## src/rtl/lri_pkg.sv

```systemverilog
// Shared types and constants for the 625-to-512 linear interpolation resampler.
// No dependencies; every other file in rtl/ imports this package.
package lri_pkg;

  // Block geometry. OUT_BLOCK must be a power of two: the weight division is a shift.
  localparam int IN_BLOCK     = 625;
  localparam int OUT_BLOCK    = 512;
  localparam int SAMPLE_WIDTH = 16;

  localparam int FRAC_W = $clog2(OUT_BLOCK);
  // Wide enough for the slot counter and for the base position one step past a block.
  localparam int CNT_W  = $clog2(IN_BLOCK + IN_BLOCK / OUT_BLOCK + 2);
  localparam int STEP_Q = IN_BLOCK / OUT_BLOCK;
  localparam int STEP_R = IN_BLOCK % OUT_BLOCK;

  typedef logic signed [SAMPLE_WIDTH-1:0] sample_t;
  typedef logic [FRAC_W-1:0]              frac_t;
  typedef logic [CNT_W-1:0]               cnt_t;

  typedef struct packed {
    sample_t sample_i;
    sample_t sample_q;
  } in_beat_t;

  typedef struct packed {
    sample_t out_i;
    sample_t out_q;
  } out_beat_t;

endpackage

```

## src/rtl/lri_mix.sv

```systemverilog
// Two-point linear interpolation of one real component.
// Depends on lri_pkg for the sample and fraction types.
module lri_mix import lri_pkg::*; (
  input  sample_t cur,
  input  sample_t prev,
  input  frac_t   frac,
  output sample_t mixed
);

  localparam int PW = SAMPLE_WIDTH + FRAC_W + 2;

  logic signed [SAMPLE_WIDTH:0] diff;
  logic signed [FRAC_W:0]       weight;
  logic signed [PW-1:0]         prod;
  logic signed [PW-1:0]         sum;

  // f*cur + (N-f)*prev equals N*prev + f*(cur-prev); the floor of the division
  // by N is then prev plus the arithmetic shift of the product.
  assign diff   = $signed({cur[SAMPLE_WIDTH-1], cur}) - $signed({prev[SAMPLE_WIDTH-1], prev});
  assign weight = $signed({1'b0, frac});
  assign prod   = PW'(diff) * PW'(weight);
  assign sum    = PW'(prev) + (prod >>> FRAC_W);
  assign mixed  = sum[SAMPLE_WIDTH-1:0];

endmodule

```

## src/rtl/linear_interp_resampler_625_to_512.sv

```systemverilog
// Top level of the 625-to-512 linear interpolation resampler for complex samples.
// Depends on lri_pkg and instantiates lri_mix for the I and Q components.
//
//   Channel | Ports                          | Beat
//   --------+--------------------------------+----------------------------------
//   input   | in_valid, in_stall, in_data    | one complex sample (sample_i/q)
//   result  | out_valid, out_stall, out_data | one interpolated sample (out_i/q)
//
// Input beats are taken one per clock while in_stall is low; a result shows in the
//   cycle after the beat that causes it, held in the output register.
// The rate is set by the single output register: while it holds a result that
//   is stalled, in_stall is raised; otherwise a new beat is taken every clock.
// Reset (rst_n low, synchronous) empties the output register and returns the
//   slot counter and the phase to the start of a block.
// About 512 of every 625 input beats produce a result.
module linear_interp_resampler_625_to_512 import lri_pkg::*; (
  input  logic      clk,
  input  logic      rst_n,
  input  logic      in_valid,
  output logic      in_stall,
  input  in_beat_t  in_data,
  output logic      out_valid,
  input  logic      out_stall,
  output out_beat_t out_data
);

  // Slot counter: the slot the next input sample fills. Slot 0 is only used
  // right after reset; afterwards the last sample of a block serves as slot 0.
  cnt_t      pos_r, pos_nxt;
  // Output phase j*IN_BLOCK split into base sample and fraction.
  cnt_t      base_r, base_nxt;
  frac_t     frac_r, frac_nxt;
  sample_t   prev_i_r, prev_q_r;
  logic      out_valid_r, out_valid_nxt;
  out_beat_t out_data_r;

  logic          in_acc;
  logic          emit;
  logic [FRAC_W:0] frac_sum;
  logic          carry;
  out_beat_t     mixed;

  // The result register is the only buffer: a beat may enter unless it is full
  // and its content is being held back by the consumer.
  assign in_stall = out_valid_r & out_stall;
  assign in_acc   = in_valid & ~in_stall;

  // An output is due when its left neighbour is the previous sample, that is
  // when the base equals the slot the incoming sample fills minus one.
  assign emit = (pos_r != '0) && (base_r == pos_r - cnt_t'(1));

  // Advancing the phase by IN_BLOCK adds the quotient to the base and the
  // remainder to the fraction, carrying once on overflow.
  assign frac_sum = {1'b0, frac_r} + (FRAC_W + 1)'(STEP_R);
  assign carry    = frac_sum >= (FRAC_W + 1)'(OUT_BLOCK);

  lri_mix u_mix_i (
    .cur   (in_data.sample_i),
    .prev  (prev_i_r),
    .frac  (frac_r),
    .mixed (mixed.out_i)
  );

  lri_mix u_mix_q (
    .cur   (in_data.sample_q),
    .prev  (prev_q_r),
    .frac  (frac_r),
    .mixed (mixed.out_q)
  );

  always_comb begin
    pos_nxt  = pos_r;
    base_nxt = base_r;
    frac_nxt = frac_r;
    if (in_acc) begin
      if (emit) begin
        base_nxt = base_r + cnt_t'(STEP_Q) + cnt_t'(carry);
        frac_nxt = carry ? frac_t'(frac_sum - (FRAC_W + 1)'(OUT_BLOCK)) : frac_t'(frac_sum);
      end
      if (pos_r == '0) begin
        pos_nxt = cnt_t'(1);
      end else if (pos_r >= cnt_t'(IN_BLOCK)) begin
        // The closing sample of a block becomes slot 0 of the next one.
        pos_nxt  = cnt_t'(1);
        base_nxt = '0;
        frac_nxt = '0;
      end else begin
        pos_nxt = pos_r + cnt_t'(1);
      end
    end
  end

  always_comb begin
    if (in_acc && emit) begin
      out_valid_nxt = 1'b1;
    end else if (out_stall) begin
      out_valid_nxt = out_valid_r;
    end else begin
      out_valid_nxt = 1'b0;
    end
  end

  always_ff @(posedge clk) begin
    if (!rst_n) begin
      pos_r       <= '0;
      base_r      <= '0;
      frac_r      <= '0;
      out_valid_r <= 1'b0;
    end else begin
      pos_r       <= pos_nxt;
      base_r      <= base_nxt;
      frac_r      <= frac_nxt;
      out_valid_r <= out_valid_nxt;
    end
  end

  // Payload registers carry no reset: the first beat after reset loads prev
  // before it is ever used, and out_data is only looked at while out_valid.
  always_ff @(posedge clk) begin
    if (in_acc) begin
      prev_i_r <= in_data.sample_i;
      prev_q_r <= in_data.sample_q;
    end
    if (in_acc && emit) begin
      out_data_r <= mixed;
    end
  end

  assign out_valid = out_valid_r;
  assign out_data  = out_data_r;

  a_stall_only_when_full: assert property (@(posedge clk) disable iff (!rst_n)
    in_stall |-> out_valid_r)
    else $error("input stalled while the result register is empty");

  a_pos_in_range: assert property (@(posedge clk) disable iff (!rst_n)
    pos_r <= cnt_t'(IN_BLOCK))
    else $error("slot counter beyond the block length");

  a_frac_in_range: assert property (@(posedge clk) disable iff (!rst_n)
    {1'b0, frac_r} < (FRAC_W + 1)'(OUT_BLOCK))
    else $error("phase fraction out of range");

  a_first_fills_slot0: assert property (@(posedge clk) disable iff (!rst_n)
    (in_acc && pos_r == '0) |=> (pos_r == cnt_t'(1) && !out_valid_r))
    else $error("first sample after reset produced a result or missed slot 0");

  a_emit_shows: assert property (@(posedge clk) disable iff (!rst_n)
    (in_acc && emit) |=> out_valid_r)
    else $error("due result was not registered");

endmodule
```

## config.mk

```make
export PLATFORM = sky130hd
export DESIGN_NAME = linear_interp_resampler_625_to_512
export DESIGN_NICKNAME = d
export VERILOG_FILES = /design/src/rtl/lri_pkg.sv /design/src/rtl/lri_mix.sv /design/src/rtl/linear_interp_resampler_625_to_512.sv
export SDC_FILE = /design/constraint.sdc
export NUM_CORES = 1
export LEC_CHECK = 0
export ABC_CLOCK_PERIOD_IN_PS = 26100
export BUFFER_PORTS_ARGS = -buffer_cell sky130_fd_sc_hd__buf_2
export CAP_MARGIN = 20
export CORE_MARGIN = 4
export CORE_UTILIZATION = 50
export CTS_CLUSTER_DIAMETER = 80
export CTS_CLUSTER_SIZE = 16
export DETAILED_ROUTE_END_ITERATION = 10
export GPL_TIMING_DRIVEN = 0
export PLACE_DENSITY = 0.65
export SLEW_MARGIN = 20
export SYNTH_ARGS = -nofsm -noshare
export SYNTH_HDL_FRONTEND = slang
export SYNTH_SLANG_ARGS = --single-unit
export TNS_END_PERCENT = 1
```

## constraint.sdc

```tcl
create_clock -name clk -period 26.1 [get_ports clk]
set_clock_uncertainty 0.05 [all_clocks]
set_input_delay 1.305 -clock clk [delete_from_list [all_inputs] [get_ports clk]]
set_output_delay 1.305 -clock clk [all_outputs]
set_load 0.02 [all_outputs]
```

Word-level counts from Yosys, hierarchy flattened
Cells that the tools add are included.

operators by class
  add/sub/neg operators = 10
  $mul = 2
  order comparisons = 2
  equality and inequality tests = 2
  multiplexer cells = 11
  bitwise gates (word level) = 3
  reduce and logical (&&, ||, !) cells = 4

operator list
  operator                 number
  $mul A17 B10 Y25         2
  $mux W10                 5
  $mux W9                  4
  $sub A16 B16 Y17         2
  $add A16 B16 Y16         2
  $add A10 B1 Y10 const B  2
  $ge A10 B10 Y1 const B   2
  $add A10 B1 Y10          1
  $add A9 B7 Y10 const B   1
  $eq A10 B10 Y1           1
  $logic_not A10 Y1        1
  $reduce_bool A10 Y1      1
  $sub A10 B1 Y10 const B  1
  $sub A9 B1 Y9 const B    1
  $and A1 B1 Y1            2
  $logic_and A1 B1 Y1      2
  $mux W1                  2
  $ne A2 B1 Y1 const B     1
  $not A1 Y1               1

word-level totals
  bits in registers = 94
  bits of input ports = 36
  output and inout port bits = 34
  word-level logic and storage cells = 42

Logic depth before layout (Yosys ltp)
Gate-level depths: netlist (run 1).

  word-level depth = 6
  mapped depth = 39
  gate-level depth less buffers = 39

Hierarchy
From an unflattened synthesis (run 1), not the netlist that was laid out.

unflattened totals
  cell total of the unflattened synthesis = 1864
  area, all modules = 16910.0 µm²

by module, submodules not included
  module                              instances  cells an instance  area each (µm²)  seq. area each (µm²)
  lri_mix at u_mix_i                  1          827                6756.5           0.0
  lri_mix at u_mix_q                  1          736                6348.6           0.0
  linear_interp_resampler_625_to_512  1          301                3804.9           2522.4

Worst setup path before layout (run 1)
Ideal clock, no wire load.

  kind = input to register
  from = input port in_data[16] (netlist name)
  to = register out_data_r (netlist bit out_data[31]) (data pin)
  library setup time = 0.268 ns
  arrival time = 9.377 ns
  data required time = 25.782 ns
  setup slack = 16.406 ns
  stages = 36
  buffers on the path = 0
  cell sequence = inv_1 ha_1 fa_1 nor2b_1 o21ai_0 a21boi_0 o21a_1 nor2_1 xnor2_1 nand2_1 fa_1 inv_1 fa_1 inv_1 fa_1 inv_1 fa_1 fa_1 ha_1 o21ai_0 o21a_1 a2111oi_2 o21a_1 o21a_1 nor2_1 o21ai_0 xor2_1 ha_1 a21o_1 a22o_1 or4_1 a31oi_1 nor2b_1 o21ai_0 a211o_1 xnor3_1

RTL lines
  item                  RTL line                                   RTL
  from (decl)           linear_interp_resampler_625_to_512.sv:21   input in_beat_t in_data,
  to (signal assigned)  linear_interp_resampler_625_to_512.sv:125  out_data_r <= mixed;
  to (decl)             linear_interp_resampler_625_to_512.sv:35   out_beat_t out_data_r;

==> summary.md, run 1 <==
| Metric | Value |
|---|---|
| Top cells by instance count after synthesis | 351 x sky130_fd_sc_hd__inv_1, 246 x sky130_fd_sc_hd__fa_1, 194 x sky130_fd_sc_hd__nand2_1 |
| Total standard cell area after synthesis | 17000 um^2 |
| Signal arrival time at the worst endpoint | 10970 ps |
| Total power per unit cell area | 22.3 nW/um^2 |
| Post-synthesis cell type count | 75 |
| Iteration-0 DRC Markers | 880 |
| Count of mapped cells out of synthesis | 1883 |
| Worst endpoint required time | 26160 ps |
| Startpoint Class | primary input |
| Setup slack of the most critical reg-to-reg path | 15830 ps |
| Core Footprint | 33500 um^2 |
| Worst vdd rail ir drop | 30.9 uV |
| Startpoint-to-endpoint class of the critical path | primary input to register |
| Placement Rows | 67 |
| Tmin final | 10900 ps |
| Cell occurring most often along the worst timing path | sky130_fd_sc_hd__fa_1 |
| Number of synthesized flops with an enable pin | 64 |
| Clock tree from TritonCTS | done |
| Layout cells sized above 1 | 0.0559 |
| Root cell of the clock tree | sky130_fd_sc_hd__clkbuf_16 |
| End point of the most critical hold path | base_r[5]$_SDFFE_PN0P_ |
| Cell leakage power | 9.26 nW |
| #FFs+latches synth | 94 |
| Setup repair after global routing missed its margin | false |
| Detail-routed net length per standard cell | 16.5 um |
| H-Tree Level Count | 3 |
| Library cell occupying the most area in the post-synthesis netlist | sky130_fd_sc_hd__fa_1 |
| Worst reg2reg path startpoint | prev_i_r[0]$_DFFE_PP_ |
| Mean instance size in the synthesized netlist | 9.01 um^2 |
| Headroom to the max-slew limit | 0.236 |
| Aggregate global routing overflow | 0 |
| Via Count | 12900 |
| Dominant cell by count in the synthesized netlist | sky130_fd_sc_hd__inv_1 |
| Drt total wl | 39800 um |
| Async set-or-reset flop fraction in the synthesized netlist | 0 |
| Share of Yosys cell area claimed by the top area cell type | 0.290 |
| Clock sink count | 94 |
| Area of the die | 36900 um^2 |
| First-pass iteration count of the detailed router | 5 |
| Vias in the first global route | 13300 |
| Class of the tightest hold or removal check | register to register |
| Wire length of the first global-routing pass | 66800 um |
| I/O pin total | 70 |
| Setup violation total in the final timing report | 0 |
| Count of input and output buffers | 69 |
| Depth of the worst hold-timing path | 2 |
| Max Root-Sink Buffers | 2 |
| Hold wc startpoint | base_r[5]$_SDFFE_PN0P_ |
| Predominant post-synthesis flop cell | sky130_fd_sc_hd__edfxtp_1 |
| Layout fillers | 3139 |
| Die X | 192 um |
| Antenna violations before repair | 0 |
| Cell family with the largest share of critical-path delay | adder cells |
| Placed wire-length estimate after detailed placement | 31700 um |
| Maximum number of pins on one net before global-route repair | 42 |
| Chip Height | 192 um |
| Worst path slowest cell | sky130_fd_sc_hd__xnor2_1 |
| Final period util | 0.418 |
| Effective utilization at floorplan | 0.506 |
| Portion of the post-synthesis area used by sequential elements | 0.149 |
| Post-CTS clock slew at the launch and capture registers of the worst setup and hold paths | 80 ps |
| Critical path buffers and inverters | 5 |
| Outcome | finished, final reports clean |
| TritonCTS Buffers | 9 |
| Post-CTS setup-driven buffer insertion count | 0 |
| Slowest cell delay on critical path | 800 ps |
| Count of unresolved DRC violations after routing | 0 |
| Synth-to-layout area growth | 7.39% |
| Final net count | 2420 |
| Slew at the pin closest to its max-slew limit | 1140 ps |
| Fmax | 0.0917 GHz |
| Clk_lat worst skew | 380 ps |
| Highest net fanout along the worst path | 9 |
| Hold Fails Final Rpt | 0 |
| Aggregate global-route resource usage | 0.226 |
| Via density per instance | 5.35 |
| Hold bufs inserted after CTS | 0 |
| Count of maximum capacitance violations | 0 |
| Setup tns final | 0 ps |
| Routability cong. | 0.841 |
| Number of gates resized after CTS | 0 |
| Antenna cell count | 0 |
| Depth of the worst register-to-register path | 35 |
| Post-route antenna net violation count | 0 |
| Max-slew violation count | 0 |
| Kind of end point of the critical path | register |
| Worst Hold Margin | 524 ps |
| Ranking of synthesized cells by area | sky130_fd_sc_hd__fa_1 29%, sky130_fd_sc_hd__ha_1 13%, sky130_fd_sc_hd__edfxtp_1 11% |
| Mapped Nets | 2339 |
| Ys Warns | 0 |
| Reg-to-Reg End | out_data[31]$_DFFE_PP_ |
-- sequential cells by signal (all words and copies together), names as in the netlist --
register	cells
prev_q_r	16
pos_r	10
prev_i_r	16
out_valid	1
frac_r	9
out_data	32
base_r	10
-- worst min-delay path, stage by stage (launching register included) --
cell,delay (ps)
sky130_fd_sc_hd__dfxtp_1,390
sky130_fd_sc_hd__xor2_1,80
sky130_fd_sc_hd__nor2_1,70
-- through the flow --
step	std cells	utilization	setup slack, ps	power (mW)	instance area (um^2)
2_1_floorplan	1883	-	16410	0.229	17000
3_3_place_gp	2400	0.533	14960	0.261	17900
3_5_place_dp	2401	0.534	14920	0.264	17900
4_1_cts	2417	0.543	15260	0.412	18200
5_1_grt	2417	0.543	14610	0.425	18200
6_report	2417	0.543	15200	0.406	18200
-- per-layer routing --
metal | up-vias | share of wire | GRT usage
met5 | - | 0 | 0
met4 | 0 | 0.019 | 0.0584
met3 | 48 | 0.043 | 0.0242
met2 | 278 | 0.49 | 0.380
met1 | 6416 | 0.45 | 0.316
li1 | 6184 | - | -
-- where the power goes --
group / total, mW / internal, mW / switching, mW
Clock: 0.145 / 0.0740 / 0.0709
Sequential: 0.164 / 0.162 / 0.00207
Combinational: 0.0973 / 0.0287 / 0.0686
Total: 0.406 / 0.265 / 0.142
-- cell type report --
class                   count  area (um^2)  share of cell area
flip-flops and latches     94         2520               0.138
multi-input cells        1378        12900               0.708
well taps                 448          561              0.0308
clock inverters             5         40.0             0.00220
clock buffers              11          264              0.0145
repair buffers             70          373              0.0205
plain buffers              59          239              0.0131
inverters                 352         1320              0.0726
-- kinds of logic after synthesis --
| group | synth area share |
|---|---|
| simple gates | 0.179 |
| fa+ha+maj | 0.419 |
| buf+inv | 0.0919 |
| compound gates | 0.0922 |
| xor+xnor | 0.0633 |
| flops | 0.149 |
| mux | 0.00620 |
-- layout by cell type, fill, tap and decap left out, types with 7 or more instances in the layout --
master / count
sky130_fd_sc_hd__inv_1: 351
sky130_fd_sc_hd__fa_1: 246
sky130_fd_sc_hd__nand2_1: 194
sky130_fd_sc_hd__ha_1: 174
sky130_fd_sc_hd__and2_1: 124
sky130_fd_sc_hd__nor2_1: 87
sky130_fd_sc_hd__xnor2_1: 86
sky130_fd_sc_hd__buf_2: 71
sky130_fd_sc_hd__edfxtp_1: 64
sky130_fd_sc_hd__a21oi_1: 54
sky130_fd_sc_hd__clkbuf_1: 53
sky130_fd_sc_hd__nor2b_1: 46
sky130_fd_sc_hd__o21ai_0: 38
sky130_fd_sc_hd__xor2_1: 33
sky130_fd_sc_hd__nand3_1: 33
sky130_fd_sc_hd__dfxtp_1: 30
sky130_fd_sc_hd__nand2b_1: 25
sky130_fd_sc_hd__nor3_1: 23
sky130_fd_sc_hd__and3_1: 16
sky130_fd_sc_hd__o21a_1: 15
sky130_fd_sc_hd__a21o_1: 13
sky130_fd_sc_hd__a211oi_1: 13
sky130_fd_sc_hd__or3_1: 11
sky130_fd_sc_hd__a31oi_1: 11
sky130_fd_sc_hd__o211ai_1: 10
sky130_fd_sc_hd__clkbuf_16: 10
sky130_fd_sc_hd__o31ai_1: 7
sky130_fd_sc_hd__nand4_1: 7
sky130_fd_sc_hd__a311oi_1: 7
sky130_fd_sc_hd__a211o_1: 7
-- worst max path at each step --
stage               cells past startpoint  slack (ps)        start                     end
CTS                                    37       15260  in_data[16]  out_data[31]$_DFFE_PP_
floorplan                              36       16410  in_data[16]  out_data[31]$_DFFE_PP_
global route                           37       14610  in_data[16]  out_data[31]$_DFFE_PP_
global placement                       37       14960  in_data[16]  out_data[31]$_DFFE_PP_
finish                                 37       15200  in_data[16]  out_data[31]$_DFFE_PP_
detailed placement                     37       14920  in_data[16]  out_data[31]$_DFFE_PP_
Note: power is estimated with default switching activity, not from simulation.
==> run 2: changes to the inputs <==
--- a/config.mk
+++ b/config.mk
@@ -5,7 +5,8 @@
 export SDC_FILE = /design/constraint.sdc
 export NUM_CORES = 1
 export LEC_CHECK = 0
-export ABC_CLOCK_PERIOD_IN_PS = 26100
+export ABC_AREA = 1
+export ABC_CLOCK_PERIOD_IN_PS = 9790
 export BUFFER_PORTS_ARGS = -buffer_cell sky130_fd_sc_hd__buf_2
 export CAP_MARGIN = 20
 export CORE_MARGIN = 4
@@ -14,7 +15,7 @@
 export CTS_CLUSTER_SIZE = 16
 export DETAILED_ROUTE_END_ITERATION = 10
 export GPL_TIMING_DRIVEN = 0
-export PLACE_DENSITY = 0.65
+export PLACE_DENSITY = 0.67
 export SLEW_MARGIN = 20
 export SYNTH_ARGS = -nofsm -noshare
 export SYNTH_HDL_FRONTEND = slang
==> constraint.sdc (replaced) <==
create_clock -name clk -period 9.79 [get_ports clk]
set_clock_uncertainty 0.05 [all_clocks]
set_input_delay 0.4895 -clock clk [delete_from_list [all_inputs] [get_ports clk]]
set_output_delay 0.4895 -clock clk [all_outputs]
set_load 0.02 [all_outputs]
==> summary.md, run 2 <==
| Metric | Value |
|---|---|
| Outcome | finished, final reports clean |
| Kind of end point of the critical path | register |
| Setup repair after global routing missed its margin | false |
| Async set-or-reset flop fraction in the synthesized netlist | 0 |
| Setup violation total in the final timing report | 0 |
| Cell family with the largest share of critical-path delay | adder cells |
| Portion of the post-synthesis area used by sequential elements | 0.147 |
| Count of maximum capacitance violations | 0 |
| Clock tree from TritonCTS | done |
| Worst reg2reg path startpoint | prev_q_r[0]$_DFFE_PP_ |
| I/O pin total | 70 |
| Share of Yosys cell area claimed by the top area cell type | 0.286 |
| Final period util | 0.928 |
| Number of synthesized flops with an enable pin | 64 |
| Wire length of the first global-routing pass | 69300 um |
| Drt total wl | 41800 um |
| Dominant cell by count in the synthesized netlist | sky130_fd_sc_hd__inv_1 |
| Number of gates resized after CTS | 0 |
| Post-synthesis cell type count | 47 |
| Post-layout total power | 1.12 mW |
| Max Root-Sink Buffers | 2 |
| Tmin final | 9080 ps |
| Final net count | 2717 |
| Mean instance size in the synthesized netlist | 7.89 um^2 |
| Total standard cell area after synthesis | 17200 um^2 |
| Cell occurring most often along the worst timing path | sky130_fd_sc_hd__nand2_1 |
| Worst endpoint required time | 9870 ps |
| Chip Height | 194 um |
| Crit path launch | prev_q_r[0]$_DFFE_PP_ |
| Maximum number of pins on one net before global-route repair | 42 |
| Ys Warns | 0 |
| Startpoint Class | register |
| Ranking of synthesized cells by area | sky130_fd_sc_hd__fa_1 29%, sky130_fd_sc_hd__ha_1 13%, sky130_fd_sc_hd__edfxtp_1 11% |
| #FFs+latches synth | 94 |
| Root cell of the clock tree | sky130_fd_sc_hd__clkbuf_16 |
| Max FFs per register | 32 |
| Hold wc startpoint | in_data[0] |
| Setup tns final | 0 ps |
| Clk_lat worst skew | 380 ps |
| Post-CTS setup-driven buffer insertion count | 0 |
| Mapped Nets | 2637 |
| Area taken by flip-flops and latches | 2520 um^2 |
| Layout cells sized above 1 | 0.0675 |
| Fmax | 0.110 GHz |
| Aggregate global routing overflow | 0 |
| Clock sink count | 94 |
| Most frequent cells in the layout | 468 x sky130_fd_sc_hd__inv_1, 419 x sky130_fd_sc_hd__nand2_1, 246 x sky130_fd_sc_hd__fa_1 |
| TritonCTS Buffers | 9 |
| Antenna cell count | 0 |
| Final non-filler cell total | 2714 |
| Core Footprint | 33800 um^2 |
| Signal arrival time at the worst endpoint | 9160 ps |
| Top cells by instance count after synthesis | 468 x sky130_fd_sc_hd__inv_1, 419 x sky130_fd_sc_hd__nand2_1, 246 x sky130_fd_sc_hd__fa_1 |
| Layout fillers | 3253 |
| Headroom to the max-slew limit | 0.371 |
| Slew at the pin closest to its max-slew limit | 944 ps |
| Post-route antenna net violation count | 0 |
| Routability cong. | 0.881 |
| Placed wire-length estimate after detailed placement | 34200 um |
| Critical path buffers and inverters | 4 |
| Multi-input gate area | 12800 um^2 |
| Depth of the worst hold-timing path | 1 |
| Library cell occupying the most area in the post-synthesis netlist | sky130_fd_sc_hd__fa_1 |
| H-Tree Level Count | 3 |
| Synth-to-layout area growth | 6.83% |
| Stages on the worst setup path | 37 |
| Commonest non-fill, non-tap cell in the layout | sky130_fd_sc_hd__inv_1 |
| Via density per instance | 5.22 |
| Startpoint-to-endpoint class of the critical path | register to register |
| Antenna violations before repair | 0 |
| Depth of the worst register-to-register path | 37 |
| Detail-routed net length per standard cell | 15.4 um |
| Count of mapped cells out of synthesis | 2181 |
| Class of the tightest hold or removal check | primary input to register |
| Total power per unit cell area | 61.1 nW/um^2 |
| Placement Rows | 67 |
| Fraction of the core area covered by cells at the end of the flow | 0.544 |
| Placed cells | 2698 |
| Highest net fanout along the worst path | 5 |
| Post-CTS clock slew at the launch and capture registers of the worst setup and hold paths | 70 ps |
| Die X | 194 um |
| Count of input and output buffers | 69 |
| Cell leakage power | 9.97 nW |
| Predominant post-synthesis flop cell | sky130_fd_sc_hd__edfxtp_1 |
| Vias in the first global route | 14000 |
| Worst path slowest cell | sky130_fd_sc_hd__xor2_1 |
| Count of unresolved DRC violations after routing | 0 |
| Hold bufs inserted after CTS | 0 |
| Max-slew violation count | 0 |
| Area of the die | 37500 um^2 |
| First-pass iteration count of the detailed router | 5 |
| Via Count | 14200 |
| Aggregate global-route resource usage | 0.227 |
| Worst vdd rail ir drop | 87.7 uV |
| Effective utilization at floorplan | 0.510 |
| Slowest cell delay on critical path | 640 ps |
| Iteration-0 DRC Markers | 860 |
| Hold Fails Final Rpt | 0 |
run 2: changes by cell type after synthesis, moves of 58 or more:
| cell | previous run | this run |
|---|---|---|
| sky130_fd_sc_hd__nand2_1 | 194 | 419 |
| sky130_fd_sc_hd__nor2_1 | 87 | 225 |
| sky130_fd_sc_hd__and2_1 | 124 | 0 |
| sky130_fd_sc_hd__inv_1 | 351 | 468 |
| sky130_fd_sc_hd__a21oi_1 | 54 | 117 |
| sky130_fd_sc_hd__xnor2_1 | 87 | 25 |
| sky130_fd_sc_hd__nand3_1 | 33 | 91 |
run 2: per-layer routing:
metal  up-vias  global-route usage  share of wire
met2       375               0.357           0.46
li1       6881                   -              -
met4         0              0.0658          0.025
met1      6826               0.322           0.45
met3        74              0.0412          0.063
met5         -                   0              0
run 2: final cells by class:
cell class	instances	share of cell area
inverters	476	0.0972
clock inverters	7	0.00225
well taps	448	0.0305
flip-flops and latches	94	0.137
multi-input cells	1576	0.694
repair buffers	69	0.0188
clock buffers	9	0.0122
plain buffers	35	0.00782
run 2: kinds of logic after synthesis:
family | Yosys count | synth area share
adders and majority gates | 420 | 0.413
xor gates and xnor gates | 92 | 0.0476
AOI/OAI and AO/OA | 208 | 0.0669
buffers and inverters | 511 | 0.112
DFF | 94 | 0.147
and+or+nand+nor | 856 | 0.214
run 2: worst paths after layout:
kind,to,slack (ps)
max,out_data[15]$_DFFE_PP_,710
min,prev_q_r[0]$_DFFE_PP_,240
max reg2reg,out_data[15]$_DFFE_PP_,710
min reg2reg,base_r[0]$_SDFFE_PN0P_,450
run 2: power breakdown:
part | total, mW | leakage [nW] | switching, mW | internal, mW
registers | 0.446 | 0.843 | 0.00822 | 0.438
logic | 0.335 | 9.00 | 0.245 | 0.0905
clock network | 0.343 | 0.126 | 0.173 | 0.170
total | 1.12 | 9.97 | 0.425 | 0.698
run 2: per-stage QoR:
| stage | setup slack (ps) | hold WS, ps | area (um^2) |
|---|---|---|---|
| global placement | 641 | 432 | 18100 |
| global route | 194 | 233 | 18400 |
| CTS | 858 | 225 | 18400 |
| finish | 707 | 245 | 18400 |
| floorplan | 2210 | 416 | 17200 |
| detailed placement | 679 | 434 | 18100 |
